===== config.mk =====
export PLATFORM = sky130hd
export DESIGN_NAME = linear_probe_hash_table_flat
export DESIGN_NICKNAME = d
export VERILOG_FILES = /design/src/rtl/lpht_pkg.sv /design/src/rtl/lpht_if.sv /design/src/rtl/linear_probe_hash_table.sv /design/src/rtl/lpht_hash.sv /design/src/rtl/lpht_store.sv /design/src/flat_wrapper.sv
export SDC_FILE = /design/constraint.sdc
export NUM_CORES = 1
export LEC_CHECK = 0
export BUFFER_PORTS_ARGS = -buffer_cell sky130_fd_sc_hd__buf_2
export CORE_ASPECT_RATIO = 1.4
export CORE_MARGIN = 1.5
export CORE_UTILIZATION = 55
export CTS_CLUSTER_SIZE = 12
export DETAILED_ROUTE_END_ITERATION = 8
export PLACE_DENSITY = 0.74
export SLEW_MARGIN = 0
export SYNTH_ARGS = -nofsm -noshare
export SYNTH_HDL_FRONTEND = slang
export SYNTH_HIERARCHICAL = 1
export SYNTH_SLANG_ARGS = --single-unit
export TNS_END_PERCENT = 20

===== constraint.sdc =====
create_clock -name clock -period 4.65 [get_ports clock]
set_clock_uncertainty 0.05 [all_clocks]
set_input_delay 0.465 -clock clock [delete_from_list [all_inputs] [get_ports clock]]
set_output_delay 0.465 -clock clock [all_outputs]
set_load 0.02 [all_outputs]

===== src/rtl/lpht_pkg.sv =====
// Shared constants, codes and types for the linear probing hash table.
// No dependencies; compiled first.
package lpht_pkg;

   // Fixed field widths of the request and response beats
   localparam int CMD_W         = 2;
   localparam int KEY_IN_W      = 32;
   localparam int STATUS_W      = 2;
   localparam int SLOT_INDEX_W  = 4;
   localparam int PROBE_COUNT_W = 5;
   localparam int MARK_W        = 2;

   // Parameter defaults
   localparam int DEF_SLOTS    = 16;
   localparam int DEF_KEY_BITS = 32;

   // Commands
   localparam logic [CMD_W-1:0] CMD_INSERT = 2'd0;
   localparam logic [CMD_W-1:0] CMD_FIND   = 2'd1;
   localparam logic [CMD_W-1:0] CMD_DELETE = 2'd2;

   // Slot marks
   localparam logic [MARK_W-1:0] MARK_EMPTY = 2'd0;
   localparam logic [MARK_W-1:0] MARK_USED  = 2'd1;
   localparam logic [MARK_W-1:0] MARK_TOMB  = 2'd2;

   // Response status
   localparam logic [STATUS_W-1:0] ST_OK   = 2'd0;
   localparam logic [STATUS_W-1:0] ST_MISS = 2'd1;
   localparam logic [STATUS_W-1:0] ST_FULL = 2'd2;

   // Write strobes into the slot store
   typedef struct packed {
      logic              key_we;
      logic              mark_we;
      logic [MARK_W-1:0] mark;
   } lpht_wr_type;

endpackage


===== src/rtl/lpht_if.sv =====
// Request and response channel interfaces (valid/ready plus payload).
// Depends on lpht_pkg.
interface lpht_req_if import lpht_pkg::*; ();
   logic                valid;
   logic                ready;
   logic [CMD_W-1:0]    cmd;
   logic [KEY_IN_W-1:0] key;

   modport source (output valid, output cmd, output key, input ready);
   modport sink   (input valid, input cmd, input key, output ready);
endinterface

interface lpht_rsp_if import lpht_pkg::*; ();
   logic                     valid;
   logic                     ready;
   logic [STATUS_W-1:0]      status;
   logic [SLOT_INDEX_W-1:0]  slot_index;
   logic [PROBE_COUNT_W-1:0] probe_count;

   modport source (output valid, output status, output slot_index, output probe_count,
                   input ready);
   modport sink   (input valid, input status, input slot_index, input probe_count,
                   output ready);
endinterface


===== src/rtl/linear_probe_hash_table.sv =====
// Linear probing hash table, top level: probe sequencer around the slot store.
// Depends on lpht_pkg, lpht_if, lpht_hash and lpht_store.
//
// Open-addressing table of SLOTS slots. Each request beat is one insert, find or
// delete of a key (reduced to its low KEY_BITS bits); each produces exactly one
// response beat with status, slot index and probe count. The home slot is the
// key modulo SLOTS; probing walks forward with wrap and visits at most SLOTS
// slots, reporting a full table (insert) or a miss (find/delete) when it runs
// out. Deleted slots become tombstones: insert reuses them, lookups skip them.
// Keys and marks live in two single-port-read memories with registered read
// data; one slot is examined per cycle while the output register is free. An
// item is set up by the accept, then two home-slot stages (the second issuing
// the first read), and then walks one slot after another; in the worst case
// the probe walk through the mark/key memory read port sets the time from one
// accept to the next. One item is in flight at a time; a new request beat is
// taken while the previous response beat still waits in the output register,
// and probing holds on its current slot for as long as that register stays
// occupied. After reset the mark memory is swept to empty, one slot a cycle,
// through all SLOTS slots; no request beat is accepted during the sweep.
module linear_probe_hash_table import lpht_pkg::*; #(
   parameter int SLOTS    = DEF_SLOTS,
   parameter int KEY_BITS = DEF_KEY_BITS
) (
   input  logic       clock,
   input  logic       reset,
   lpht_req_if.sink   req_bus,
   lpht_rsp_if.source rsp_bus
);

   localparam int IDX_W = $clog2(SLOTS);
   localparam int KEY_W = (KEY_BITS < KEY_IN_W) ? KEY_BITS : KEY_IN_W;
   localparam logic [KEY_IN_W-1:0]      KEY_MASK   = KEY_IN_W'((64'd1 << KEY_W) - 64'd1);
   localparam logic [IDX_W-1:0]         LAST_IDX   = IDX_W'(SLOTS - 1);
   localparam logic [PROBE_COUNT_W-1:0] FULL_COUNT = PROBE_COUNT_W'(SLOTS);

   // Sequencer states
   localparam logic [1:0] ST_IDLE  = 2'd0;
   localparam logic [1:0] ST_HASH  = 2'd1;
   localparam logic [1:0] ST_PROBE = 2'd2;

   logic [1:0]              state_ff, state_in;
   logic [CMD_W-1:0]        cmd_ff, cmd_in;
   logic [KEY_W-1:0]        key_ff, key_in;
   logic [IDX_W-1:0]        probe_idx_ff, probe_idx_in;
   logic [IDX_W-1:0]        step_ff, step_in;

   // Response register
   logic                     rsp_valid_ff, rsp_valid_in;
   logic [STATUS_W-1:0]      status_ff, status_in;
   logic [SLOT_INDEX_W-1:0]  slot_ff, slot_in;
   logic [PROBE_COUNT_W-1:0] count_ff, count_in;

   logic                    req_accept;
   logic                    out_busy;
   logic [KEY_IN_W-1:0]     key_masked;
   logic                    home_valid;
   logic [IDX_W-1:0]        home;
   logic                    clear_busy;
   logic [IDX_W-1:0]        rd_addr;
   logic [KEY_W-1:0]        rd_key;
   logic [MARK_W-1:0]       rd_mark;
   lpht_wr_type             wr;

   logic                    is_insert, is_lookup, bad_cmd;
   logic                    ins_hit, lk_hit, lk_miss, last_step;
   logic [IDX_W+SLOT_INDEX_W-1:0]  slot_ext;
   logic [IDX_W+PROBE_COUNT_W-1:0] step_ext;

   assign key_masked = req_bus.key & KEY_MASK;
   assign req_bus.ready = (state_ff == ST_IDLE) && !clear_busy;
   assign req_accept    = req_bus.valid && req_bus.ready;
   assign out_busy      = rsp_valid_ff && !rsp_bus.ready;

   lpht_hash #(
      .SLOTS (SLOTS)
   ) u_hash (
      .clock    (clock),
      .reset    (reset),
      .in_valid (req_accept),
      .in_key   (key_masked),
      .out_valid(home_valid),
      .out_home (home)
   );

   lpht_store #(
      .SLOTS (SLOTS),
      .KEY_W (KEY_W)
   ) u_store (
      .clock     (clock),
      .reset     (reset),
      .clear_busy(clear_busy),
      .rd_addr   (rd_addr),
      .rd_key    (rd_key),
      .rd_mark   (rd_mark),
      .wr_addr   (probe_idx_ff),
      .wr        (wr),
      .wr_key    (key_ff)
   );

   // Decode of the slot just read (rd_* belongs to probe_idx_ff)
   assign is_insert = (cmd_ff == CMD_INSERT);
   assign is_lookup = (cmd_ff == CMD_FIND) || (cmd_ff == CMD_DELETE);
   assign bad_cmd   = !is_insert && !is_lookup;
   assign ins_hit   = is_insert && (rd_mark != MARK_USED);
   assign lk_hit    = is_lookup && (rd_mark == MARK_USED) && (rd_key == key_ff);
   assign lk_miss   = is_lookup && (rd_mark == MARK_EMPTY);
   assign last_step = (step_ff == LAST_IDX);

   // Narrow output fields wrap for large tables
   assign slot_ext = {{SLOT_INDEX_W{1'b0}}, probe_idx_ff};
   assign step_ext = {{PROBE_COUNT_W{1'b0}}, step_ff};

   always_comb begin
      state_in     = state_ff;
      cmd_in       = cmd_ff;
      key_in       = key_ff;
      probe_idx_in = probe_idx_ff;
      step_in      = step_ff;
      rsp_valid_in = rsp_valid_ff && !rsp_bus.ready;
      status_in    = status_ff;
      slot_in      = slot_ff;
      count_in     = count_ff;
      rd_addr      = probe_idx_ff;
      wr           = '0;

      case (state_ff)
         ST_IDLE: begin
            if (req_accept) begin
               cmd_in   = req_bus.cmd;
               key_in   = key_masked[KEY_W-1:0];
               state_in = ST_HASH;
            end
         end
         ST_HASH: begin
            if (home_valid) begin
               rd_addr      = home;
               probe_idx_in = home;
               step_in      = '0;
               state_in     = ST_PROBE;
            end
         end
         ST_PROBE: begin
            // While the output register is occupied, keep re-reading this slot
            if (!out_busy) begin
               if (ins_hit || lk_hit) begin
                  rsp_valid_in = 1'b1;
                  status_in    = ST_OK;
                  slot_in      = slot_ext[SLOT_INDEX_W-1:0];
                  count_in     = step_ext[PROBE_COUNT_W-1:0];
                  state_in     = ST_IDLE;
                  if (is_insert) begin
                     wr.key_we  = 1'b1;
                     wr.mark_we = 1'b1;
                     wr.mark    = MARK_USED;
                  end else if (cmd_ff == CMD_DELETE) begin
                     wr.mark_we = 1'b1;
                     wr.mark    = MARK_TOMB;
                  end
               end else if (lk_miss || bad_cmd) begin
                  rsp_valid_in = 1'b1;
                  status_in    = ST_MISS;
                  slot_in      = '0;
                  count_in     = step_ext[PROBE_COUNT_W-1:0];
                  state_in     = ST_IDLE;
               end else if (last_step) begin
                  // Every slot visited
                  rsp_valid_in = 1'b1;
                  status_in    = is_insert ? ST_FULL : ST_MISS;
                  slot_in      = '0;
                  count_in     = FULL_COUNT;
                  state_in     = ST_IDLE;
               end else begin
                  probe_idx_in = (probe_idx_ff == LAST_IDX) ? '0 : probe_idx_ff + IDX_W'(1);
                  step_in      = step_ff + IDX_W'(1);
                  rd_addr      = probe_idx_in;
               end
            end
         end
         default: begin
            state_in = ST_IDLE;
         end
      endcase
   end

   always_ff @(posedge clock) begin
      if (reset) begin
         state_ff     <= ST_IDLE;
         rsp_valid_ff <= 1'b0;
      end else begin
         state_ff     <= state_in;
         rsp_valid_ff <= rsp_valid_in;
      end
   end

   always_ff @(posedge clock) begin
      cmd_ff       <= cmd_in;
      key_ff       <= key_in;
      probe_idx_ff <= probe_idx_in;
      step_ff      <= step_in;
      status_ff    <= status_in;
      slot_ff      <= slot_in;
      count_ff     <= count_in;
   end

   assign rsp_bus.valid       = rsp_valid_ff;
   assign rsp_bus.status      = status_ff;
   assign rsp_bus.slot_index  = slot_ff;
   assign rsp_bus.probe_count = count_ff;

   // Checks

   a_no_accept_in_clear: assert property (@(posedge clock) disable iff (reset)
      clear_busy |-> !req_accept)
      else $error("request beat accepted during mark sweep");

   a_home_only_in_hash: assert property (@(posedge clock) disable iff (reset)
      home_valid |-> (state_ff == ST_HASH))
      else $error("home slot arrived outside hash wait");

   a_stall_holds_probe: assert property (@(posedge clock) disable iff (reset)
      (state_ff == ST_PROBE) && out_busy |=> $stable(probe_idx_ff) && $stable(step_ff))
      else $error("probe advanced while output register busy");

   a_write_on_finish: assert property (@(posedge clock) disable iff (reset)
      (wr.key_we || wr.mark_we) |-> (state_ff == ST_PROBE) && !out_busy
                                    && (state_in == ST_IDLE))
      else $error("slot write outside a finishing probe");

   a_finish_gives_beat: assert property (@(posedge clock) disable iff (reset)
      (state_ff == ST_PROBE) && (state_in == ST_IDLE) |=> rsp_valid_ff)
      else $error("probe finished without a response beat");

endmodule


===== src/rtl/lpht_hash.sv =====
// Home slot unit: key modulo SLOTS by reciprocal multiply and one correction.
// Two register stages. Depends on lpht_pkg.
module lpht_hash import lpht_pkg::*; #(
   parameter int SLOTS = DEF_SLOTS
) (
   input  logic                       clock,
   input  logic                       reset,
   input  logic                       in_valid,
   input  logic [KEY_IN_W-1:0]        in_key,
   output logic                       out_valid,
   output logic [$clog2(SLOTS)-1:0]   out_home
);

   localparam int IDX_W   = $clog2(SLOTS);
   localparam int SHIFT   = KEY_IN_W + IDX_W;
   localparam int RECIP_W = KEY_IN_W + 1;
   localparam int PROD_W  = KEY_IN_W + RECIP_W;
   localparam logic [63:0]        RECIP_FULL = (64'd1 << SHIFT) / 64'(SLOTS);
   localparam logic [RECIP_W-1:0] RECIP      = RECIP_FULL[RECIP_W-1:0];
   localparam logic [IDX_W:0]     SLOTS_C    = (IDX_W+1)'(SLOTS);

   logic [PROD_W-1:0]    prod;
   logic [IDX_W:0]       qlo_ff, qlo_in;
   logic [IDX_W:0]       keylo_ff, keylo_in;
   logic                 s1_valid_ff, s2_valid_ff;
   logic [2*IDX_W+1:0]   qs_prod;
   logic [IDX_W:0]       rem0, rem;
   logic [IDX_W-1:0]     home_ff, home_in;

   // Stage 1: quotient estimate, low bits only (it is q or q-1)
   assign prod     = PROD_W'(in_key) * PROD_W'(RECIP);
   assign qlo_in   = prod[SHIFT+IDX_W:SHIFT];
   assign keylo_in = in_key[IDX_W:0];

   // Stage 2: remainder below 2*SLOTS, one conditional subtract
   assign qs_prod = (2*IDX_W+2)'(qlo_ff) * (2*IDX_W+2)'(SLOTS_C);
   assign rem0    = keylo_ff - qs_prod[IDX_W:0];
   assign rem     = (rem0 >= SLOTS_C) ? (rem0 - SLOTS_C) : rem0;
   assign home_in = rem[IDX_W-1:0];

   always_ff @(posedge clock) begin
      if (reset) begin
         s1_valid_ff <= 1'b0;
         s2_valid_ff <= 1'b0;
      end else begin
         s1_valid_ff <= in_valid;
         s2_valid_ff <= s1_valid_ff;
      end
   end

   always_ff @(posedge clock) begin
      qlo_ff   <= qlo_in;
      keylo_ff <= keylo_in;
      home_ff  <= home_in;
   end

   assign out_valid = s2_valid_ff;
   assign out_home  = home_ff;

endmodule


===== src/rtl/lpht_store.sv =====
// Slot store: key memory and mark memory, one read and one write port each,
// registered read data, mark clearing pass after reset. Depends on lpht_pkg.
module lpht_store import lpht_pkg::*; #(
   parameter int SLOTS = DEF_SLOTS,
   parameter int KEY_W = DEF_KEY_BITS
) (
   input  logic                     clock,
   input  logic                     reset,
   output logic                     clear_busy,
   input  logic [$clog2(SLOTS)-1:0] rd_addr,
   output logic [KEY_W-1:0]         rd_key,
   output logic [MARK_W-1:0]        rd_mark,
   input  logic [$clog2(SLOTS)-1:0] wr_addr,
   input  lpht_wr_type              wr,
   input  logic [KEY_W-1:0]         wr_key
);

   localparam int IDX_W = $clog2(SLOTS);
   localparam logic [IDX_W-1:0] LAST_IDX = IDX_W'(SLOTS - 1);

   logic [KEY_W-1:0]  key_mem  [SLOTS];
   logic [MARK_W-1:0] mark_mem [SLOTS];

   logic             clearing_ff, clearing_in;
   logic [IDX_W-1:0] clr_idx_ff, clr_idx_in;
   logic [KEY_W-1:0]  rd_key_ff;
   logic [MARK_W-1:0] rd_mark_ff;

   always_comb begin
      clearing_in = clearing_ff;
      clr_idx_in  = clr_idx_ff;
      if (clearing_ff) begin
         clr_idx_in = clr_idx_ff + IDX_W'(1);
         if (clr_idx_ff == LAST_IDX) begin
            clearing_in = 1'b0;
         end
      end
   end

   always_ff @(posedge clock) begin
      if (reset) begin
         clearing_ff <= 1'b1;
         clr_idx_ff  <= '0;
      end else begin
         clearing_ff <= clearing_in;
         clr_idx_ff  <= clr_idx_in;
      end
   end

   // Keys: never cleared
   always_ff @(posedge clock) begin
      if (wr.key_we) begin
         key_mem[wr_addr] <= wr_key;
      end
      rd_key_ff <= key_mem[rd_addr];
   end

   // Marks: swept to empty after reset
   always_ff @(posedge clock) begin
      if (clearing_ff) begin
         mark_mem[clr_idx_ff] <= MARK_EMPTY;
      end else if (wr.mark_we) begin
         mark_mem[wr_addr] <= wr.mark;
      end
      rd_mark_ff <= mark_mem[rd_addr];
   end

   assign clear_busy = clearing_ff;
   assign rd_key     = rd_key_ff;
   assign rd_mark    = rd_mark_ff;

endmodule


===== src/flat_wrapper.sv =====
// flat-port wrapper written by rule: the top's interface ports become plain ports
module linear_probe_hash_table_flat import lpht_pkg::*;
#(
   parameter int SLOTS    = DEF_SLOTS,
   parameter int KEY_BITS = DEF_KEY_BITS
)
  (clock, reset, req_bus_valid, req_bus_cmd, req_bus_key, req_bus_ready, rsp_bus_valid, rsp_bus_status, rsp_bus_slot_index, rsp_bus_probe_count, rsp_bus_ready);
  lpht_req_if req_bus_i ();
  lpht_rsp_if rsp_bus_i ();
  input  logic clock;
  input  logic reset;
  input wire logic [$bits(req_bus_i.valid)-1:0] req_bus_valid;
  input wire logic [$bits(req_bus_i.cmd)-1:0] req_bus_cmd;
  input wire logic [$bits(req_bus_i.key)-1:0] req_bus_key;
  output wire logic [$bits(req_bus_i.ready)-1:0] req_bus_ready;
  output wire logic [$bits(rsp_bus_i.valid)-1:0] rsp_bus_valid;
  output wire logic [$bits(rsp_bus_i.status)-1:0] rsp_bus_status;
  output wire logic [$bits(rsp_bus_i.slot_index)-1:0] rsp_bus_slot_index;
  output wire logic [$bits(rsp_bus_i.probe_count)-1:0] rsp_bus_probe_count;
  input wire logic [$bits(rsp_bus_i.ready)-1:0] rsp_bus_ready;
  assign req_bus_i.valid = req_bus_valid;
  assign req_bus_i.cmd = req_bus_cmd;
  assign req_bus_i.key = req_bus_key;
  assign req_bus_ready = req_bus_i.ready;
  assign rsp_bus_valid = rsp_bus_i.valid;
  assign rsp_bus_status = rsp_bus_i.status;
  assign rsp_bus_slot_index = rsp_bus_i.slot_index;
  assign rsp_bus_probe_count = rsp_bus_i.probe_count;
  assign rsp_bus_i.ready = rsp_bus_ready;
  linear_probe_hash_table #(.SLOTS(SLOTS), .KEY_BITS(KEY_BITS)) u_core (.clock(clock), .reset(reset), .req_bus(req_bus_i), .rsp_bus(rsp_bus_i));
endmodule

==> impl_metrics.py, run 1 <==
metrics = {
    "routing": {
        "drt_first_iter_violations": 1287,
        "vias_per_cell": 6.22,
        "drt_wl_total_mm": 51.8,
        "drtPass1Iterations": 5,
        "ant_nets": 0,
        "drc": 0,
        "vias": 12200,
        "route.detailed.wl_per_inst_um": 26.5,
    },
    "floorplanning": {
        "die-area_um2": 45700,
        "die_height_um": 252,
        "core_area_um2": 43900,
        "die_w_um": 181,
        "rows": 91,
        "io_pins": 51,
        "initial_core_util_pct": 55.6,
    },
    "global_route": {
        "antenna_found_initial": 0,
        "grt_overflow": 0,
        "track_usage_pct": 23.3,
        "grt_pass1_wl_mm": 78.3,
        "grt_pass1_vias": 12600,
        "grt_max_degree": 36,
    },
    "logic_synthesis": {
        "yosysUniqueCellTypes": 50,
        "synthTopCellsByCount": "593 x edfxtp_1, 136 x mux4_2, 73 x a22oi_1",
        "synth.most_common_cell": "edfxtp_1",
        "synth_enable_flop_cells": 593,
        "synth_fp_nets": 1230,
        "synth_top_area_share_pct": 72.9,
        "syn_inst": 1183,
        "synthArstFlopShare_pct": 0,
        "syn-cell-area_um2": 24400,
        "ys.flop_type": "edfxtp_1",
        "synth-seq-cells": 649,
        "synth_top_area_cell": "edfxtp_1",
        "avgSynthCellArea_um2": 20.6,
        "synth_warnings": 6,
        "synth_area_leaders": "edfxtp_1 73%, mux4_2 13%, dfxtp_1 4.6%",
        "synth_seq_area_share_pct": 77.5,
    },
    "power": {
        "irDropWorstVdd_uv": 383,
        "power.density_nw_per_um2": 497,
        "fin_total_pwr_mw": 14.1,
        "p_leak_nw": 9.34,
    },
    "cells_and_area": {
        "multiInputGateArea_um2": 5380,
        "nFillCells": 2842,
        "seq_area_um2": 18900,
        "nNetsFinal": 1393,
        "area_delta_synth_final_pct": 15.8,
        "drive_gt1_share_pct": 25.7,
        "n_antenna_cell": 0,
    },
    "sta": {
        "slew_headroom_pct": 21.5,
        "holdWs_ns": 0.111,
        "rsz0062_at_grt": "false",
        "worst_pin_slew_ns": 1.18,
        "finalSetupViolations": 0,
        "post-route-min-period_ns": 4.30,
        "post-route-period-util_pct": 92.5,
        "max_freq_ghz": 0.232,
        "final-hold-violation-count": 0,
        "slew_violations": 0,
    },
    "critical_path": {
        "cp.required_ns": 5.07,
        "arrival_ns": 4.72,
        "path_class": "flop to flop",
        "cp-end-kind": "flop",
        "crit_path_max_fanout": 28,
        "startpoint_type": "flop",
    },
    "job": {
        "max_cap_viol_count": 0,
    },
    "clocking": {
        "clockRootBuffer": "clkbuf_16",
        "clock_sinks": 649,
        "cts_buffers": 61,
        "htreeDepth": 2,
        "cts_tree": "done",
        "cts_buffer_depth": 3,
        "clk_pin_slew_ns": 0.06,
        "clk_latency_ns": 0.63,
    },
    "placement": {
        "portBuffers": 50,
        "hpwlAfterDp_mm": 29.3,
        "routabilityCongestion": 0.834,
    },
    "outcome": {
        "outcome": "completed",
    },
    "min_path": {
        "hold_class": "input port to flop",
    },
}
==> final timing paths <==
check | startpoint | slack (ns) | end | depth (start not counted)
worst max-delay path | u_core/key_ff[16]$_DFFE_PP_ | 0.35 | u_core/u_store/rd_key[11]$_DFF_P_ | 12
worst min-delay path | reset | 0.11 | u_core/u_store/clr_idx_ff[0]$_SDFFE_PP0P_ | 2
worst min register to register | u_core/u_hash/keylo_ff[2]$_DFF_P_ | 0.28 | u_core/u_hash/out_home[2]$_DFF_P_ | 0
worst max register to register | u_core/key_ff[16]$_DFFE_PP_ | 0.35 | u_core/u_store/rd_key[11]$_DFF_P_ | 12
==> layer usage <==
layer / part of all wire (%) / GRT usage [%] / routed length, um
met1: 39 / 31.0 / 20000
met2: 51 / 39.8 / 26600
met3: 6.9 / 3.39 / 3560
met4: 3.1 / 8.26 / 1620
met5: 0 / 0 / 0
==> worst max-delay path, stage by stage (launching register included) <==
cell	delay [ns]
edfxtp_1	0.60
xnor2_1	0.48
nand4_1	0.21
nor4_1	0.40
buf_4	0.18
and4_1	0.30
nor3_1	0.12
a31oi_4	0.27
buf_12	0.29
buf_12	0.27
mux4_2	0.54
a22oi_1	0.30
nand2_1	0.11
==> flip-flops by register name (all words and copies together) (netlist names), 4 cells and up <==
signal,flops
u_core/u_store/key_mem,512
u_core/key_ff,32
u_core/u_store/mark_mem,32
u_core/u_store/rd_key,32
u_core/rsp_bus.probe_count,5
u_core/probe_idx_ff,4
u_core/rsp_bus.slot_index,4
u_core/step_ff,4
u_core/u_hash/keylo_ff,4
u_core/u_hash/out_home,4
u_core/u_store/clr_idx_ff,4
==> cells by family after synthesis <==
| logic type | after synthesis | share of synthesized area, % |
|---|---|---|
| AO/OA/AOI/OAI | 104 | 3.15 |
| XOR/XNOR | 37 | 1.33 |
| adder cells (fa/ha/maj) | 9 | 0.461 |
| buffers and inverters | 66 | 1.25 |
| flip-flops | 649 | 77.5 |
| multiplexers | 141 | 12.8 |
| AND/OR/NAND/NOR | 177 | 3.55 |
==> cells in the final DEF (no fill, tap or decap), drive strengths merged, types with 7 or more instances in the layout <==
cell type and n:
o21ai 7, mux4 136, nor2b 13, a22oi 73
and2 9, edfxtp 593, nand2b 8, ha 9
dlygate4sd3 34, dfxtp 56, nor2 49, nand4 13
nor3 9, buf 118, inv 15, nand2 47
xnor2 34, clkbuf 105, nand3 15
==> per-stage QoR <==
| stage | setup slack (ns) | TNS, ns | utilization, % | instances | area, um^2 |
|---|---|---|---|---|---|
| floorplan | -0.0403 | -3.40 | - | 1183 | 24400 |
| global placement | 0.289 | 0 | 59.4 | 1807 | 26100 |
| detailed placement | 0.200 | 0 | 59.4 | 1807 | 26100 |
| CTS | 0.178 | 0 | 64.3 | 1953 | 28300 |
| global route | 0.0938 | 0 | 64.3 | 1953 | 28300 |
| finish | 0.348 | 0 | 64.3 | 1953 | 28300 |
==> power breakdown <==
group	internal (mW)	leakage, nW	switching, mW
Sequential	6.46	5.78	0.155
Clock	2.55	0.867	2.03
Combinational	1.43	2.69	1.43
Total	10.4	9.34	3.62
==> final cells by class <==
| type | instances | area share, % |
|---|---|---|
| Sequential cell | 649 | 66.9 |
| Multi-Input combinational cell | 468 | 19.0 |
| Clock buffer | 105 | 6.05 |
| Timing Repair Buffer | 152 | 4.96 |
| Tap cell | 558 | 2.47 |
| Clock inverter | 7 | 0.389 |
| Inverter | 14 | 0.186 |
==> repair_timing <==
item | in CTS | in global routing
hold buffers | 34 | 0
endpoints found under the setup margin | 0 | 34
endpoints found under the hold margin | 36 | 0
buffers inserted | 0 | 0
resized for setup | 0 | 3
Note: power is estimated with default switching activity, not from simulation.
==> run 2, diff against run 1 <==
--- a/config.mk
+++ b/config.mk
@@ -9,9 +9,11 @@
 export CORE_ASPECT_RATIO = 1.4
 export CORE_MARGIN = 1.5
 export CORE_UTILIZATION = 55
+export CTS_BUF_LIST = sky130_fd_sc_hd__clkbuf_8
 export CTS_CLUSTER_SIZE = 12
 export DETAILED_ROUTE_END_ITERATION = 8
 export PLACE_DENSITY = 0.74
+export REMOVE_ABC_BUFFERS = 1
 export SLEW_MARGIN = 0
 export SYNTH_ARGS = -nofsm -noshare
 export SYNTH_HDL_FRONTEND = slang
==> run 2 against run 1 <==
Power fell by 2.7%; fmax is 5.7% higher; largest power group unchanged; cell count rose by 3.6%.
==> impl_metrics.py, run 2 (synthesis results as in run 1) <==
metrics = {
    "outcome": {
        "outcome": "completed",
    },
    "floorplanning": {
        "initial_core_util_pct": 55.6,
        "rows": 91,
        "die_w_um": 181,
        "io_pins": 51,
        "core_area_um2": 43900,
        "die_height_um": 252,
        "die-area_um2": 45700,
    },
    "clocking": {
        "htreeDepth": 3,
        "cts_buffers": 92,
        "clk_pin_slew_ns": 0.06,
        "clockRootBuffer": "clkbuf_8",
        "clock_sinks": 649,
        "cts_setup_buffers": 0,
        "clk_latency_ns": 0.65,
        "cts_buffer_depth": 3,
        "cts_tree": "done",
    },
    "routing": {
        "route.detailed.wl_per_inst_um": 25.8,
        "drc": 0,
        "drtPass1Iterations": 5,
        "ant_nets": 0,
        "drt_wl_total_mm": 52.3,
        "vias": 12400,
        "vias_per_cell": 6.13,
        "drt_first_iter_violations": 1337,
    },
    "global_route": {
        "grt_max_degree": 36,
        "antenna_found_initial": 1,
        "grt_overflow": 0,
        "grt_pass1_vias": 12800,
        "track_usage_pct": 23.5,
        "grt_pass1_wl_mm": 78.1,
    },
    "critical_path": {
        "critPathSlowestCell": "edfxtp_1",
        "cp.required_ns": 5.11,
        "crit_top_cell": "buf_12",
        "cp_num_buf_inv": 3,
        "cp-end-kind": "flop",
        "startpoint_type": "flop",
        "crit_path_max_fanout": 20,
        "slowest_delay_ns": 0.61,
        "cp_top_family": "compound AO/OA/AOI/OAI gates",
        "path_class": "flop to flop",
        "crit_path_cell_trace": "xnor2_1 > nand4_1 > nor3_1 > buf_4 > a31oi_2 > nand3_1 > a31oi_4 > buf_12 > buf_12 > mux4_2 > a22oi_1 > nand2_1",
        "arrival_ns": 4.53,
    },
    "sta": {
        "slew_violations": 0,
        "worst_pin_slew_ns": 1.09,
        "post-route-min-period_ns": 4.07,
        "rsz0062_at_grt": "false",
        "final-hold-violation-count": 0,
        "finalWorstSetupSlack_ns": 0.580,
        "post-route-period-util_pct": 87.5,
        "slew_headroom_pct": 27.6,
        "finalSetupViolations": 0,
        "max_freq_ghz": 0.246,
        "holdWs_ns": 0.0651,
        "totalNegativeSetupSlack_ns": 0,
    },
    "cells_and_area": {
        "drive_gt1_share_pct": 28.4,
        "nFillCells": 2890,
        "regMostFlops": "u_core/u_store/key_mem",
        "layout.cells.non_filler": 2024,
        "largest_register_ffs": 512,
        "layout_commonest_cell": "edfxtp_1",
        "area_delta_synth_final_pct": 15.3,
        "final_cell_mix": "593 x edfxtp_1, 136 x mux4_2, 102 x clkbuf_8",
        "nNetsFinal": 1434,
    },
    "power": {
        "power.density_nw_per_um2": 485,
        "p_comb_share_pct": 21.0,
        "fin_total_pwr_mw": 13.7,
        "power_switching_mw": 3.65,
        "p_int_mw": 10.0,
        "irDropWorstVdd_uv": 243,
        "p_seq_share_pct": 48.3,
        "p_leak_nw": 9.52,
        "clkPwrFrac_pct": 30.7,
        "p_sw_share_pct": 26.7,
    },
    "placement": {
        "place_inst": 1817,
        "portBuffers": 50,
        "place_ws_ns": 0.659,
        "hpwlAfterDp_mm": 30.0,
        "routabilityCongestion": 0.803,
    },
    "job": {
        "max_cap_viol_count": 0,
    },
    "min_path": {
        "hold_class": "input port to flop",
    },
}
## run 2: routing by layer
metal | global-route usage, % | routed length [um]
met3 | 3.75 | 3970
met2 | 38.8 | 26000
met5 | 0 | 0
met4 | 10.3 | 1920
met1 | 31.4 | 20400
## run 2: final timing paths
kind,start,end,slack [ns],cells after the start
setup / recovery,u_core/key_ff[27]$_DFFE_PP_,u_core/u_store/rd_key[6]$_DFF_P_,0.58,12
hold / removal,reset,u_core/u_store/clr_idx_ff[0]$_SDFFE_PP0P_,0.07,2
setup reg to reg,u_core/key_ff[27]$_DFFE_PP_,u_core/u_store/rd_key[6]$_DFF_P_,0.58,12
hold reg to reg,u_core/u_hash/keylo_ff[3]$_DFF_P_,u_core/u_hash/out_home[3]$_DFF_P_,0.28,0
## run 2: power by group through the flow
stage | logic [mW] | clock network [mW] | registers [mW]
detailed placement | 2.85 | 0 | 6.73
finish | 2.87 | 4.19 | 6.61
global placement | 2.83 | 0 | 6.72
global route | 3.04 | 4.50 | 6.63
floorplan | 2.24 | 0 | 6.67
CTS | 2.89 | 4.28 | 6.61
## run 2: final cells by class
cell class	count	area [um^2]	area share (%)
diodes	1	2.50	0.00888
inverters	14	52.6	0.187
flip-flops and latches	649	18900	67.2
clock inverters	70	353	1.25
clock buffers	102	1400	4.98
repair buffers	162	1380	4.89
well taps	558	698	2.48
multi-input cells	468	5350	19.0
## run 2: per-stage QoR
step           util, %  cell area (um^2)
2_1_floorplan        -             24200
3_3_place_gp      59.3             26100
3_5_place_dp      59.3             26100
4_1_cts           64.1             28200
5_1_grt           64.1             28200
6_report          64.1             28200
## run 2: timing repair
item                                   4_1_cts  5_1_grt
hold buffers                                34        0
endpoints found under the hold margin       38        0
gates resized for setup                      0        0
==> run 3, diff against run 2 <==
--- a/config.mk
+++ b/config.mk
@@ -5,6 +5,7 @@
 export SDC_FILE = /design/constraint.sdc
 export NUM_CORES = 1
 export LEC_CHECK = 0
+export ABC_AREA = 1
 export BUFFER_PORTS_ARGS = -buffer_cell sky130_fd_sc_hd__buf_2
 export CORE_ASPECT_RATIO = 1.4
 export CORE_MARGIN = 1.5
==> run 3 against run 2 <==
Worst hold slack better by 0.071 ns; cell count is 69% higher; via count is 49% higher; non-clock buffer count is 34 lower; count of clock-buffer cells in the layout is 9 higher; clock power is 8.4% higher; sequential share of layout area is 5.7 points lower; critical path depth stayed put; highest routed layer unchanged.
==> impl_metrics.py, run 3 <==
metrics = {
    "sta": {
        "totalNegativeSetupSlack_ns": 0,
        "final-hold-violation-count": 0,
        "finalSetupViolations": 0,
        "post-route-min-period_ns": 3.85,
        "worst_pin_slew_ns": 0.863,
        "slew_headroom_pct": 42.3,
        "rsz0062_at_grt": "false",
        "slew_violations": 0,
        "max_freq_ghz": 0.259,
        "post-route-period-util_pct": 82.9,
    },
    "critical_path": {
        "critPathSlowestCell": "nor2_4",
        "path_class": "flop to flop",
        "cp_top_family": "simple AND/OR/NAND/NOR gates",
        "crit_top_cell": "nand2_1",
        "cp_num_buf_inv": 2,
        "arrival_ns": 4.16,
        "cp-end-kind": "flop",
        "slowest_delay_ns": 0.66,
        "crit_path_max_fanout": 18,
        "startpoint_type": "flop",
        "crit_path_cell_trace": "xnor2_1 > nand2_1 > nor2_1 > nand2_1 > nor2_2 > nand3_4 > nand2_4 > inv_4 > nor3_2 > nand3_1 > nor2_4 > buf_12",
        "cp.required_ns": 4.96,
    },
    "clocking": {
        "cts_tree": "done",
        "cts_buffer_depth": 3,
        "clk_latency_ns": 0.67,
        "cts_buffers": 93,
        "htreeDepth": 3,
        "clockRootBuffer": "clkbuf_8",
        "clk_pin_slew_ns": 0.07,
        "clock_sinks": 649,
        "cts_setup_buffers": 0,
    },
    "floorplanning": {
        "die-area_um2": 50900,
        "core_area_um2": 49000,
        "rows": 96,
        "initial_core_util_pct": 55.6,
        "die_w_um": 191,
        "io_pins": 51,
        "die_height_um": 266,
    },
    "logic_synthesis": {
        "synth_top_area_share_pct": 65.3,
        "synthArstFlopShare_pct": 0,
        "syn-cell-area_um2": 27300,
        "avgSynthCellArea_um2": 10.5,
        "synth_seq_area_share_pct": 69.4,
        "yosysUniqueCellTypes": 33,
        "synth.most_common_cell": "nand2_1",
        "synth_warnings": 6,
        "synth_area_leaders": "edfxtp_1 65%, nand2_1 11%, nand3_1 8.0%",
        "synth_enable_flop_cells": 593,
        "synthTopCellsByCount": "766 x nand2_1, 593 x edfxtp_1, 452 x inv_1",
        "ys.flop_type": "edfxtp_1",
        "syn_inst": 2593,
        "synth-seq-cells": 649,
        "synth_top_area_cell": "edfxtp_1",
    },
    "cells_and_area": {
        "area_delta_synth_final_pct": 12.9,
        "final_cell_mix": "766 x nand2_1, 593 x edfxtp_1, 485 x inv_1",
        "largest_register_ffs": 512,
        "drive_gt1_share_pct": 9.49,
        "layout_commonest_cell": "nand2_1",
        "regMostFlops": "u_core/u_store/key_mem",
        "nFillCells": 3753,
        "utilization_pct": 62.8,
        "nNetsFinal": 2748,
    },
    "global_route": {
        "grt_pass1_vias": 18400,
        "track_usage_pct": 25.5,
        "grt_pass1_wl_mm": 98.4,
        "antenna_found_initial": 1,
        "grt_max_degree": 152,
        "grt_overflow": 0,
    },
    "power": {
        "power_switching_mw": 5.84,
        "p_leak_nw": 13.0,
        "clkPwrFrac_pct": 27.9,
        "p_seq_share_pct": 40.8,
        "p_sw_share_pct": 35.9,
        "p_int_mw": 10.4,
        "irDropWorstVdd_uv": 600,
        "power.density_nw_per_um2": 528,
        "p_comb_share_pct": 31.3,
    },
    "routing": {
        "vias": 18400,
        "drt_first_iter_violations": 1653,
        "ant_nets": 0,
        "route.detailed.wl_per_inst_um": 18.7,
        "vias_per_cell": 5.39,
        "drt_wl_total_mm": 64.0,
        "drc": 0,
        "drtPass1Iterations": 5,
    },
    "outcome": {
        "outcome": "completed",
    },
    "placement": {
        "hpwlAfterDp_mm": 35.6,
        "routabilityCongestion": 0.803,
        "portBuffers": 50,
    },
    "job": {
        "max_cap_viol_count": 0,
    },
    "min_path": {
        "hold_class": "input port to flop",
    },
}
-- run 3: worst register-to-register path, delay by kind of cell, from the launching register on --
family                 cells  cell delay, ns
XOR/XNOR                   1            0.27
buffers and inverters      2            0.34
flip-flops                 1            0.62
AND/OR/NAND/NOR            9            2.25
-- run 3: power groups by stage --
stage | Combinational [mW] | Sequential (mW) | Clock, mW
after detailed placement | 4.98 | 6.75 | 0
after CTS | 5.03 | 6.63 | 4.61
after floorplan | 3.04 | 6.71 | 0
after global routing | 5.57 | 6.65 | 4.86
final | 5.10 | 6.63 | 4.54
after global placement | 4.83 | 6.75 | 0
-- run 3: final cells by class --
cell class | instances | area, um^2 | share of cell area [%]
inverters | 458 | 1730 | 5.62
flip-flops and latches | 649 | 18900 | 61.5
multi-input cells | 1371 | 6220 | 20.2
clock buffers | 111 | 1530 | 4.96
diodes | 1 | 2.50 | 0.00813
repair buffers | 128 | 1190 | 3.85
clock inverters | 64 | 398 | 1.29
well taps | 637 | 797 | 2.59
-- run 3: cell families after synthesis --
group,after synthesis,share of synthesized area (%)
adders and majority gates,9,0.413
and+or+nand+nor,1301,20.2
DFF,649,69.4
xor gates and xnor gates,30,0.964
AOI/OAI and AO/OA,31,0.597
buffers and inverters,573,8.37
-- run 3: stage by stage --
step	cell area (um^2)	instances	hold WS (ns)	total power, mW	setup slack (ns)
after floorplan	26700	2478	0.260	9.75	-15.51
after global placement	28500	3208	0.261	11.6	0.978
after detailed placement	28500	3208	0.264	11.7	0.849
after CTS	30800	3418	0.0819	16.3	0.860
after global routing	30800	3419	0.154	17.1	0.602
final	30800	3419	0.136	16.3	0.796
-- run 3: repair_timing --
item                                   CTS  global route
setup endpoints to repair                0             0
resized for setup                        0             0
endpoints found under the hold margin   43             0
hold buffers                            35             0
-- run 3: layer usage --
| metal | track usage [%] | wire length, um | vias to the layer above |
|---|---|---|---|
| li1 | - | - | 8630 |
| met1 | 31.7 | 24000 | 8812 |
| met2 | 42.9 | 32200 | 827 |
| met3 | 4.73 | 5330 | 159 |
| met4 | 12.2 | 2430 | 0 |
| met5 | 0 | 0 | - |
-- run 3: path summary, 6_finish.rpt --
path / startpoint / to / slack [ns] / cells past startpoint
hold reg to reg: u_core/u_hash/keylo_ff[3]$_DFF_P_ / u_core/u_hash/out_home[3]$_DFF_P_ / 0.28 / 0
setup reg to reg: u_core/key_ff[26]$_DFFE_PP_ / u_core/u_store/key_mem[14][24]$_DFFE_PP_ / 0.80 / 12
setup / recovery: u_core/key_ff[26]$_DFFE_PP_ / u_core/u_store/key_mem[14][24]$_DFFE_PP_ / 0.80 / 12
hold / removal: req_bus_valid / u_core/u_hash/s1_valid_ff$_SDFF_PP0_ / 0.14 / 5
